===== config.mk =====
export PLATFORM = sky130hd
export DESIGN_NAME = tlpt_front
export DESIGN_NICKNAME = d
export VERILOG_FILES = /design/src/rtl/tlpt_pkg.sv /design/src/rtl/tlpt_front.sv
export SDC_FILE = /design/constraint.sdc
export NUM_CORES = 1
export LEC_CHECK = 0
export BUFFER_PORTS_ARGS = -buffer_cell sky130_fd_sc_hd__buf_2
export CAP_MARGIN = 25
export CORE_MARGIN = 4
export CORE_UTILIZATION = 55
export DETAILED_ROUTE_END_ITERATION = 16
export PLACE_DENSITY = 0.9
export SLEW_MARGIN = 20
export SYNTH_ARGS = -nofsm -noshare
export SYNTH_HDL_FRONTEND = slang
export SYNTH_SLANG_ARGS = --single-unit

===== constraint.sdc =====
create_clock -name clk -period 5.2 [get_ports clk]
set_clock_uncertainty 0.2 [all_clocks]
set_input_delay 0.52 -clock clk [delete_from_list [all_inputs] [get_ports clk]]
set_output_delay 0.52 -clock clk [all_outputs]
set_load 0.02 [all_outputs]

===== src/rtl/tlpt_pkg.sv =====
// Shared types and codes for the two-level page table engine.
// No dependencies; used by every module of the block.
`default_nettype none
package tlpt_pkg;

  localparam logic [1:0] OP_MAP    = 2'd0;
  localparam logic [1:0] OP_XLATE  = 2'd1;
  localparam logic [1:0] OP_UNMAP  = 2'd2;
  localparam logic [1:0] OP_UNUSED = 2'd3;

  localparam logic [1:0] ST_OK          = 2'd0;
  localparam logic [1:0] ST_NOT_PRESENT = 2'd1;
  localparam logic [1:0] ST_NO_SLOT     = 2'd2;

  localparam int IDX_W   = 10;
  localparam int OFS_W   = 12;
  localparam int FRAME_W = 20;
  localparam int DIR_DEPTH = 1024;
  localparam int CNT_W   = 11;

  typedef enum logic [1:0] {
    K_MAP,
    K_XLATE,
    K_UNMAP,
    K_NOP
  } kind_t;

  typedef enum logic [1:0] {
    BS_CLEAR,
    BS_IDLE,
    BS_DIR,
    BS_PTE
  } be_state_t;

  typedef struct packed {
    logic [1:0]  opcode;
    logic [31:0] virtual_address;
    logic [31:0] physical_address;
    logic        user_page;
  } req_t;

  typedef struct packed {
    logic [1:0]  status;
    logic [31:0] translated_address;
    logic        table_allocated;
    logic        table_released;
  } rsp_t;

  typedef struct packed {
    kind_t               kind;
    logic [IDX_W-1:0]    dir_idx;
    logic [IDX_W-1:0]    tbl_idx;
    logic [OFS_W-1:0]    offset;
    logic [FRAME_W-1:0]  frame;
  } cmd_t;

  typedef struct packed {
    logic valid;
    cmd_t cmd;
  } cmd_q_t;

endpackage
`default_nettype wire


===== src/rtl/tlpt_front.sv =====
// Front end: accepts transactions, decodes them and queues them (two entries).
// Depends on tlpt_pkg.
`default_nettype none
module tlpt_front (
  input  wire logic            clk,
  input  wire logic            rst,
  input  wire logic            start,
  output logic                 busy,
  input  wire tlpt_pkg::req_t  req,
  input  wire logic            clearing,
  input  wire logic            pop,
  output tlpt_pkg::cmd_q_t     head
);

  tlpt_pkg::cmd_t fifo [0:1];
  logic       wr_ptr;
  logic       rd_ptr;
  logic [1:0] count;
  logic       push;
  tlpt_pkg::cmd_t dec;

  always_comb begin
    case (req.opcode)
      tlpt_pkg::OP_MAP:   dec.kind = tlpt_pkg::K_MAP;
      tlpt_pkg::OP_XLATE: dec.kind = tlpt_pkg::K_XLATE;
      tlpt_pkg::OP_UNMAP: dec.kind = tlpt_pkg::K_UNMAP;
      default:            dec.kind = tlpt_pkg::K_NOP;
    endcase
    dec.dir_idx = req.virtual_address[31:22];
    dec.tbl_idx = req.virtual_address[21:12];
    dec.offset  = req.virtual_address[11:0];
    dec.frame   = req.physical_address[31:12];
  end

  assign busy = clearing || (count == 2'd2);
  assign push = start && !busy;
  assign head.valid = (count != 2'd0);
  assign head.cmd   = fifo[rd_ptr];

  always_ff @(posedge clk) begin
    if (push) begin
      fifo[wr_ptr] <= dec;
    end
  end

  always_ff @(posedge clk) begin
    if (rst) begin
      wr_ptr <= 1'b0;
      rd_ptr <= 1'b0;
      count  <= 2'd0;
    end else begin
      if (push) wr_ptr <= !wr_ptr;
      if (pop) rd_ptr <= !rd_ptr;
      count <= count + 2'(push) - 2'(pop);
    end
  end

endmodule
`default_nettype wire


==> results of run 1 <==
-- report_power, final --
part | leakage [nW] | internal, mW | switching (mW)
Sequential | 1.03 | 1.05 | 0.0340
Combinational | 0.935 | 0.124 | 0.126
Clock | 0.232 | 0.562 | 0.332
Total | 2.20 | 1.74 | 0.493
-- flip-flops by register name, summed over array words and instances (netlist names), named ones only --
| register | cells |
|---|---|
| count | 2 |
| fifo | 108 |
| rd_ptr | 1 |
| wr_ptr | 1 |
-- worst max-delay path: cells and delay by family, from the launching register on --
kind | cells | cell delay, ps
buf+inv | 1 | 160
mux | 1 | 430
flops | 1 | 990
-- placed cells by master, fill, tap and decap left out --
| cell | n |
|---|---|
| dfxtp_4 | 1 |
| dfxtp_1 | 4 |
| clkbuf_1 | 2 |
| dlygate4sd3_1 | 2 |
| nor2_4 | 2 |
| or2_2 | 1 |
| clkbuf_16 | 16 |
| xnor2_1 | 1 |
| inv_1 | 2 |
| nor2b_1 | 1 |
| clkinvlp_4 | 1 |
| clkbuf_8 | 1 |
| and2_1 | 1 |
| buf_4 | 2 |
| nor2_1 | 5 |
| edfxtp_1 | 108 |
| ha_1 | 2 |
| clkinv_1 | 6 |
| xor2_1 | 1 |
| mux2_2 | 4 |
| nand2b_1 | 1 |
| nand2b_2 | 1 |
| nand3b_4 | 1 |
| mux2_4 | 50 |
| clkinv_2 | 4 |
| buf_2 | 114 |
| mux2_1 | 1 |
| nor3_1 | 1 |
-- timing repair --
action | in CTS | in global routing
endpoints found under the hold margin | 2 | 1
hold buffers | 1 | 1
setup buffers | 0 | 0
-- worst paths after layout --
kind / start / endpoint / slack [ps]
worst max register to register: count[0] / fifo[1][42] / 2880
worst min-delay path: req[42] / fifo[0][29] / 30
worst max-delay path: flip-flop / head[1] / 2430
worst min register to register: rd_ptr / rd_ptr / 310
-- per-stage QoR --
step / area, um2 / setup slack, ps
detailed placement: 5020 / 2660
CTS: 5500 / 2360
finish: 5510 / 2430
global placement: 5020 / 2670
floorplan: 4400 / 1580
global route: 5510 / 2290
-- kinds of logic after synthesis --
| family | after synthesis | share of synthesized area |
|---|---|---|
| mux | 55 | 0.183 |
| fa+ha+maj | 2 | 0.00568 |
| xor+xnor | 2 | 0.00398 |
| simple gates | 14 | 0.0193 |
| buf+inv | 10 | 0.0287 |
| flops | 113 | 0.759 |
-- routing by layer --
layer | share of wire | track usage | vias to the layer above | routed length, um
met5 | 0 | 0 | - | 0
met4 | 0 | 0.0543 | 0 | 0
met3 | 0.063 | 0.0567 | 0 | 424
met2 | 0.55 | 0.272 | 69 | 3760
met1 | 0.38 | 0.162 | 1027 | 2590
li1 | - | - | 1017 | -
-- synth_stat cells --
cell type / instances / share of area
edfxtp_1: 108 / 0.74
mux2_4: 50 / 0.17
nor2_1: 7 / 0.0060
buf_12: 5 / 0.023
dfxtp_1: 5 / 0.023
mux2_2: 4 / 0.010
clkbuf_1: 2 / 0.0017
ha_1: 2 / 0.0057
inv_1: 2 / 0.0017
and2_1: 1 / 0.0014
buf_6: 1 / 0.0026
mux2_1: 1 / 0.0026
nand2b_1: 1 / 0.0014
nand2b_2: 1 / 0.0020
nand3b_4: 1 / 0.0045
nor2b_1: 1 / 0.0014
nor3_1: 1 / 0.0011
or2_2: 1 / 0.0014
xnor2_1: 1 / 0.0020
xor2_1: 1 / 0.0020
-- final cells by class --
class / count / area [um2] / share of cell area
inverter: 2 / 7.51 / 0.00136
clock buffer: 19 / 422 / 0.0765
tap: 102 / 128 / 0.0232
sequential: 113 / 3350 / 0.608
timing repair buffer: 118 / 606 / 0.110
multi-input combinational: 73 / 950 / 0.172
clock inverter: 11 / 50.0 / 0.00908
==> flow_metrics.env, run 1 <==
export IMPL_max_cap_viol_count=0
export IMPL_finalSetupTns_ps=0
export IMPL_post_dp_hpwl_mm=4.60
export IMPL_worst_path_largest_cell_delay_ps=990
export IMPL_root_buffer="clkbuf_8"
export IMPL_leakage_nw=2.20
export IMPL_area_delta_synth_final_pct=25.1
export IMPL_end_kind="primary output"
export IMPL_drive_gt1_frac=0.589
export IMPL_path_class="reg -> out"
export IMPL_grt_pass1_vias=2276
export IMPL_num_antenna_cells=0
export IMPL_syn_avg_cell_area_um2=22.5
export IMPL_dieArea_mm2=0.00950
export IMPL_max_slew_margin=0.355
export IMPL_p_per_area_mw_per_mm2=404
export IMPL_rsz0062_at_grt="no"
export IMPL_yosysUniqueCellTypes=20
export IMPL_viasPerCell=4.82
export IMPL_power_mw=2.23
export IMPL_synth_net_count=270
export IMPL_run_status="finished clean"
export IMPL_hold_viol_final=0
export IMPL_io_buffers=114
export IMPL_ir_drop_uv=299
export IMPL_clock_sinks=113
export IMPL_clock_latency_ps=470
export IMPL_period_share=0.533
export IMPL_grt_max_degree=55
export IMPL_crit_fanout=54
export IMPL_min_path_type="in -> reg"
export IMPL_fin_crit_ps=2770
export IMPL_drt_initial_drc_count=75
export IMPL_die_h_um=97.5
export IMPL_synthCells=196
export IMPL_clock_fmax_mhz=361
export IMPL_worstMarginPinSlew_ps=967
export IMPL_cts_buffers=17
export IMPL_rows=32
export IMPL_holdPathStages=1
export IMPL_gp_congestion=0.678
export IMPL_antenna_found_initial=0
export IMPL_coreArea_mm2=0.00777
export IMPL_wirelength_mm=6.78
export IMPL_synth_seq_cells=113
export IMPL_clk_path_buf_depth=2
export IMPL_drt_first_pass_iters=4
export IMPL_vias=2113
export IMPL_die_w_um=97.5
export IMPL_final_util=0.709
export IMPL_yosys_warnings=0
export IMPL_critPathLaunchType="flip-flop"
export IMPL_cts_tree="yes"
export IMPL_htreeDepth=4
export IMPL_netlist_area_mm2=0.00440
export IMPL_final_fill_count=518
export IMPL_grt_overflow=0
export IMPL_ant_nets=0
export IMPL_cts_repair_resized=0
export IMPL_crit_slowest_cell="dfxtp_4"
export IMPL_hold_ws_ps=30.4
export IMPL_yosysSeqAreaShare=0.759
export IMPL_initial_core_util=0.567
export IMPL_drv_slew=0
export IMPL_clk_pin_slew_ps=50
export IMPL_wl_per_cell_um=15.5
export IMPL_dp_cells=406
export IMPL_r2r_cells=4
export IMPL_grt_pass1_wl_mm=11.1
export IMPL_io_pins=128
export IMPL_fin_cells=438
export IMPL_nets=399
export IMPL_grt_use_total=0.151
export IMPL_cp_data_required_time_ps=4480
export IMPL_cp_cell_sequence="mux2_2 -> buf_2"
export IMPL_cp_data_arrival_time_ps=2050
export IMPL_drc=0
export IMPL_finalSetupViolCount=0
(Power assumes the default switching activity.)
==> inputs of run 2 (changes only) <==
- ABC_AREA: unset -> 1
- CORE_UTILIZATION: 55 -> 46
- PLACE_DENSITY: 0.9 -> 0.81
- clock period: 5.2 -> 2.4 ns (I/O delays scaled with it)
==> run 2 against run 1 <==
Net effect:
- non-clock buffer count up 72
- via count grew 17%
- wire length increased by 21%
- sequential power increased by 110%
- sequential share of layout area shrank 8.3 points
- clock power grew to 2.8 times the previous value
- clock-buffer cell count unchanged
- sequential cell count is the same
- synthesized area barely moved
- global-route usage rose by 0.25 points
- critical endpoint unchanged
==> flow_metrics.env, run 2 <==
export IMPL_run_status="finished clean"
export IMPL_drt_first_pass_iters=4
export IMPL_yosys_most_used_dff="edfxtp_1"
export IMPL_initial_core_util=0.475
export IMPL_yosysSeqAreaShare=0.759
export IMPL_coreArea_mm2=0.00928
export IMPL_area_delta_synth_final_pct=44.7
export IMPL_wirelength_mm=8.24
export IMPL_leakage_nw=2.60
export IMPL_vias=2475
export IMPL_period_share=0.906
export IMPL_die_h_um=106
export IMPL_synth_edff_count=108
export IMPL_max_slew_margin=0.700
export IMPL_dieArea_mm2=0.0112
export IMPL_rows=35
export IMPL_htreeDepth=4
export IMPL_yosysUniqueCellTypes=15
export IMPL_clock_fmax_mhz=460
export IMPL_cts_buffers=17
export IMPL_min_from="clearing"
export IMPL_path_class="reg -> out"
export IMPL_nets=482
export IMPL_grt_pass1_vias=2710
export IMPL_cellInternalPower_mw=4.27
export IMPL_rsz0062_at_grt="no"
export IMPL_clock_sinks=113
export IMPL_drt_initial_drc_count=69
export IMPL_io_buffers=114
export IMPL_max_cap_viol_count=0
export IMPL_largest_register_ffs=108
export IMPL_grt_use_total=0.154
export IMPL_drive_gt1_frac=0.510
export IMPL_root_buffer="clkbuf_8"
export IMPL_synth_net_count=281
export IMPL_synth_top_cell_by_area="edfxtp_1"
export IMPL_reg_top3="fifo x108, count x2"
export IMPL_critPathLaunchType="flip-flop"
export IMPL_path_delay_family="flip-flops"
export IMPL_grt_pass1_wl_mm=13.2
export IMPL_cp_cell_sequence="buf_4 -> mux2_2 -> buf_2"
export IMPL_antenna_found_initial=0
export IMPL_worstMarginPinSlew_ps=450
export IMPL_layout_common_cells="buf_2, edfxtp_1, dlygate4sd3_1"
export IMPL_die_w_um=106
export IMPL_clk_path_buf_depth=2
export IMPL_synthCells=207
export IMPL_hold_ws_ps=89.1
export IMPL_final_common_cell="buf_2"
export IMPL_drc=0
export IMPL_synth_top_area_frac=0.736
export IMPL_post_dp_hpwl_mm=4.86
export IMPL_finalSetupTns_ps=0
export IMPL_grt_max_degree=34
export IMPL_clk_pin_slew_ps=60
export IMPL_grt_overflow=0
export IMPL_crit_buf_inv=2
export IMPL_clock_latency_ps=480
export IMPL_p_switching_mw=1.16
export IMPL_worst_path_largest_cell_delay_ps=460
export IMPL_pwr_share_clk=0.454
export IMPL_async_flop_share=0
export IMPL_netlist_area_mm2=0.00441
export IMPL_wl_per_cell_um=15.0
export IMPL_synth_area_leaders="edfxtp_1, mux2_4, buf_12, dfxtp_1, mux2_2"
export IMPL_ir_drop_uv=691
export IMPL_final_fill_count=631
export IMPL_viasPerCell=4.51
export IMPL_synthTopCellsByCount="edfxtp_1, mux2_4, inv_1, nand2_1, nor2_1"
export IMPL_largest_register="fifo"
export IMPL_gp_congestion=0.716
export IMPL_synth_seq_cells=113
export IMPL_p_per_area_mw_per_mm2=853
export IMPL_cts_repair_resized=0
export IMPL_p_sw_frac=0.214
export IMPL_fin_cells=549
export IMPL_crit_fanout=14
export IMPL_cp_data_arrival_time_ps=1730
export IMPL_finalSetupViolCount=0
export IMPL_io_pins=128
export IMPL_cp_data_required_time_ps=1960
export IMPL_fin_crit_ps=2170
export IMPL_end_kind="primary output"
export IMPL_ant_nets=0
export IMPL_pwr_share_comb=0.124
export IMPL_syn_avg_cell_area_um2=21.3
export IMPL_hold_viol_final=0
export IMPL_power_mw=5.44
export IMPL_r2r_start="count[0]"
export IMPL_min_path_type="in -> reg"
export IMPL_cts_tree="yes"
export IMPL_drv_slew=0
export IMPL_crit_slowest_cell="dfxtp_4"
export IMPL_p_seq_frac=0.422
export IMPL_dp_cells=448
export IMPL_num_antenna_cells=0
export IMPL_synth_most_common_cell="edfxtp_1"
export IMPL_yosys_warnings=0
==> run 2: changes by cell type in the layout (fill, tap and decap cells not counted), sizes merged, moves of 2 or more <==
cell         previous run  this run
dlygate4sd3             2        59
buf                   116       131
inv                     2        11
nand2                   0         8
bufinv                  0         4
clkinv                 10         7
nand2b                  2         0
nand3                   0         2
==> run 2: kinds of logic (layout without fill, tap and decap cells) <==
kind of cell             count (synthesis)  after routing  share of synthesized area
buffers and inverters                   19            232                     0.0363
flip-flops                             113            113                      0.759
XOR/XNOR                                 1              1                    0.00199
adder cells (fa/ha/maj)                  2              2                    0.00568
multiplexers                            54             54                      0.181
AO/OA/AOI/OAI                            1              1                    0.00113
AND/OR/NAND/NOR                         17             17                     0.0156
==> run 2: final timing paths <==
check / to / slack [ps] / cells after the start
hold / removal: wr_ptr / 90 / 6
hold reg to reg: count[1] / 380 / 3
setup reg to reg: count[1] / 550 / 10
setup / recovery: head[1] / 230 / 3
==> run 2: tightest hold or removal path: stages <==
cell and delay [ps]:
buf_2 70, inv_1 50, nand3_1 190, nand2_1 90, inv_1 50, nor2_1 40
==> run 2: repair_timing <==
action / CTS / global route
hold endpoints to repair: 113 / 0
buffers inserted: 0 / 11
setup endpoints to repair: 0 / 1
hold buffers: 59 / 0
==> run 2: per-layer routing <==
| layer | global-route usage | share of wire | vias to the layer above |
|---|---|---|---|
| li1 | - | - | 1195 |
| met1 | 0.161 | 0.38 | 1201 |
| met2 | 0.289 | 0.56 | 75 |
| met3 | 0.0533 | 0.053 | 4 |
| met4 | 0.0444 | 0.0041 | 0 |
| met5 | 0 | 0 | - |
==> run 2: metrics by stage <==
| step | util | cell area (um2) | setup slack [ps] |
|---|---|---|---|
| finish | 0.687 | 6370 | 226 |
| global route | 0.687 | 6370 | 126 |
| CTS | 0.678 | 6290 | 54.9 |
| detailed placement | 0.551 | 5110 | 561 |
| global placement | 0.551 | 5110 | 596 |
| floorplan | - | 4410 | 185 |
==> run 2: layout make-up <==
class                           instances  area, um2  area share
Multi-Input combinational cell         75        911       0.143
Tap cell                              129        161      0.0253
Inverter                               11       41.3     0.00648
Sequential cell                       113       3350       0.525
Clock inverter                         12        166      0.0261
Timing Repair Buffer                  190       1330       0.208
Clock buffer                           19        422      0.0661
==> run 2: power by group through the flow <==
stage / Combinational [mW] / Clock [mW] / Sequential [mW]
finish: 0.676 / 2.47 / 2.29
global route: 0.727 / 2.61 / 2.30
CTS: 0.646 / 2.50 / 2.30
detailed placement: 0.568 / 0 / 2.34
global placement: 0.558 / 0 / 2.33
floorplan: 0.427 / 0 / 2.32
==> inputs of run 3 (changes only) <==
- CORE_MARGIN: 4 -> unset
- MAX_ROUTING_LAYER: unset -> met4
- REMOVE_ABC_BUFFERS: unset -> 1
==> run 3 against run 2 <==
Net effect:
- cell area down 2.0%
- wire length down 3.4%
- clock power down 13%
- largest power group is now sequential cells
- maximum frequency down 5.8%
- combinational power down 3.7%
- sequential cell count unchanged
- register-to-register slack worse by 20 ps
- non-clock buffer count down 11
- sequential share of layout area up 1.1 points
- critical endpoint is now head[0]
- first-iteration DRC count down 10%
- global-route usage up 2.5 points
- sequential power about the same
==> flow_metrics.env, run 3 (synthesized netlist as in run 2, its figures left out) <==
export IMPL_run_status="finished clean"
export IMPL_reg2reg_to="count[1]"
export IMPL_wirelength_mm=7.95
export IMPL_worst_path_largest_cell_delay_ps=580
export IMPL_max_slew_margin=0.706
export IMPL_hold_viol_final=0
export IMPL_layout_common_cells="buf_2, edfxtp_1, dlygate4sd3_1"
export IMPL_worstMarginPinSlew_ps=441
export IMPL_largest_register="fifo"
export IMPL_end_kind="primary output"
export IMPL_cp_data_arrival_time_ps=1870
export IMPL_cts_tree="yes"
export IMPL_htreeDepth=4
export IMPL_critPathLaunchType="flip-flop"
export IMPL_grt_max_degree=33
export IMPL_busiest_layer="met2"
export IMPL_viasPerCell=4.53
export IMPL_largest_register_ffs=108
export IMPL_min_path_type="in -> reg"
export IMPL_grt_use_total=0.179
export IMPL_clk_pin_slew_ps=60
export IMPL_clock_sinks=113
export IMPL_final_common_cell="buf_2"
export IMPL_clock_latency_ps=500
export IMPL_leakage_nw=2.52
export IMPL_grt_util_met3=0.0522
export IMPL_nets=471
export IMPL_vias=2435
export IMPL_ant_nets=0
export IMPL_use_met2=0.318
export IMPL_cts_buffers=17
export IMPL_path_class="reg -> out"
export IMPL_crit_buf_inv=2
export IMPL_grt_pass1_wl_mm=12.4
export IMPL_clock_fmax_mhz=433
export IMPL_drt_initial_drc_count=62
export IMPL_coreArea_mm2=0.00924
export IMPL_final_fill_count=630
export IMPL_place_area_mm2=0.00514
export IMPL_ir_drop_uv=496
export IMPL_clk_path_buf_depth=2
export IMPL_period_share=0.961
export IMPL_gp_congestion=0.662
export IMPL_r2r_setup_slack_ps=530
export IMPL_initial_core_util=0.477
export IMPL_area_delta_synth_final_pct=41.7
export IMPL_p_per_area_mw_per_mm2=816
export IMPL_wl_per_cell_um=14.8
export IMPL_grt_overflow=0
export IMPL_r2r_cells=10
export IMPL_drive_gt1_frac=0.501
export IMPL_drt_first_pass_iters=4
export IMPL_crit_slowest_cell="dfxtp_4"
export IMPL_max_cap_viol_count=0
export IMPL_grt_util_met1=0.176
export IMPL_die_h_um=99.9
export IMPL_drc=0
export IMPL_finalSetupViolCount=0
export IMPL_min_to="fifo[1][35]"
export IMPL_io_pins=128
export IMPL_min_from="req[48]"
export IMPL_dieArea_mm2=0.00998
export IMPL_reg_top3="fifo x108, count x2"
export IMPL_die_w_um=99.9
export IMPL_r2r_start="count[0]"
export IMPL_crit_fanout=21
export IMPL_rsz0062_at_grt="no"
export IMPL_io_buffers=114
export IMPL_cp_data_required_time_ps=1960
export IMPL_antenna_found_initial=0
export IMPL_grt_pass1_vias=2608
export IMPL_num_antenna_cells=0
export IMPL_post_dp_hpwl_mm=4.74
export IMPL_stdcell_area_mm2=0.00624
export IMPL_rows=35
export IMPL_drv_slew=0
export IMPL_path_delay_family="flip-flops"
export IMPL_post_cts_buffers=0
export IMPL_root_buffer="clkbuf_8"
export IMPL_power_mw=5.10
export IMPL_cp_cell_sequence="buf_12 -> mux2_2 -> buf_2"
export IMPL_holdPathStages=2
export IMPL_fin_crit_ps=2310
==> run 3: where the power goes <==
| part | internal [mW] | switching, mW |
|---|---|---|
| sequential | 2.26 | 0.0405 |
| combinational | 0.333 | 0.318 |
| clock | 1.34 | 0.806 |
| total | 3.93 | 1.16 |
==> run 3: worst max path at each step <==
stage                       end  cells past startpoint
floorplan            fifo[0][0]                      4
global placement        head[0]                      3
detailed placement  fifo[0][22]                      5
CTS                     head[0]                      3
global route            head[0]                      3
finish                  head[0]                      3
==> run 3: final cells by class <==
class	instances	area (um2)	area share
sequential	113	3350	0.536
timing repair buffer	179	1270	0.203
multi-input combinational	75	911	0.146
clock buffer	18	418	0.0669
tap	129	161	0.0258
clock inverter	13	97.6	0.0156
inverter	11	41.3	0.00661
==> run 3: layer usage <==
layer  vias up  share of wire
li1       1175              -
met1      1165           0.39
met2        82           0.54
met3        13          0.048
met4         0          0.013
met5         -              0
==> run 3: through the flow <==
stage | utilization | cells | hold WS, ps | TNS, ps | setup slack [ps]
detailed placement | 0.556 | 448 | 231 | 0 | 566
global route | 0.676 | 538 | 243 | 0 | 16.0
finish | 0.676 | 538 | 257 | 0 | 92.6
global placement | 0.556 | 448 | 227 | 0 | 609
CTS | 0.676 | 538 | 228 | 0 | 58.3
floorplan | - | 199 | 111 | -91480 | -1090
==> run 3: what timing repair did <==
item | 4_1_cts | 5_1_grt
hold buffers | 59 | 0
endpoints found under the hold margin | 113 | 0
setup endpoints to repair | 0 | 0
resized for setup | 0 | 0
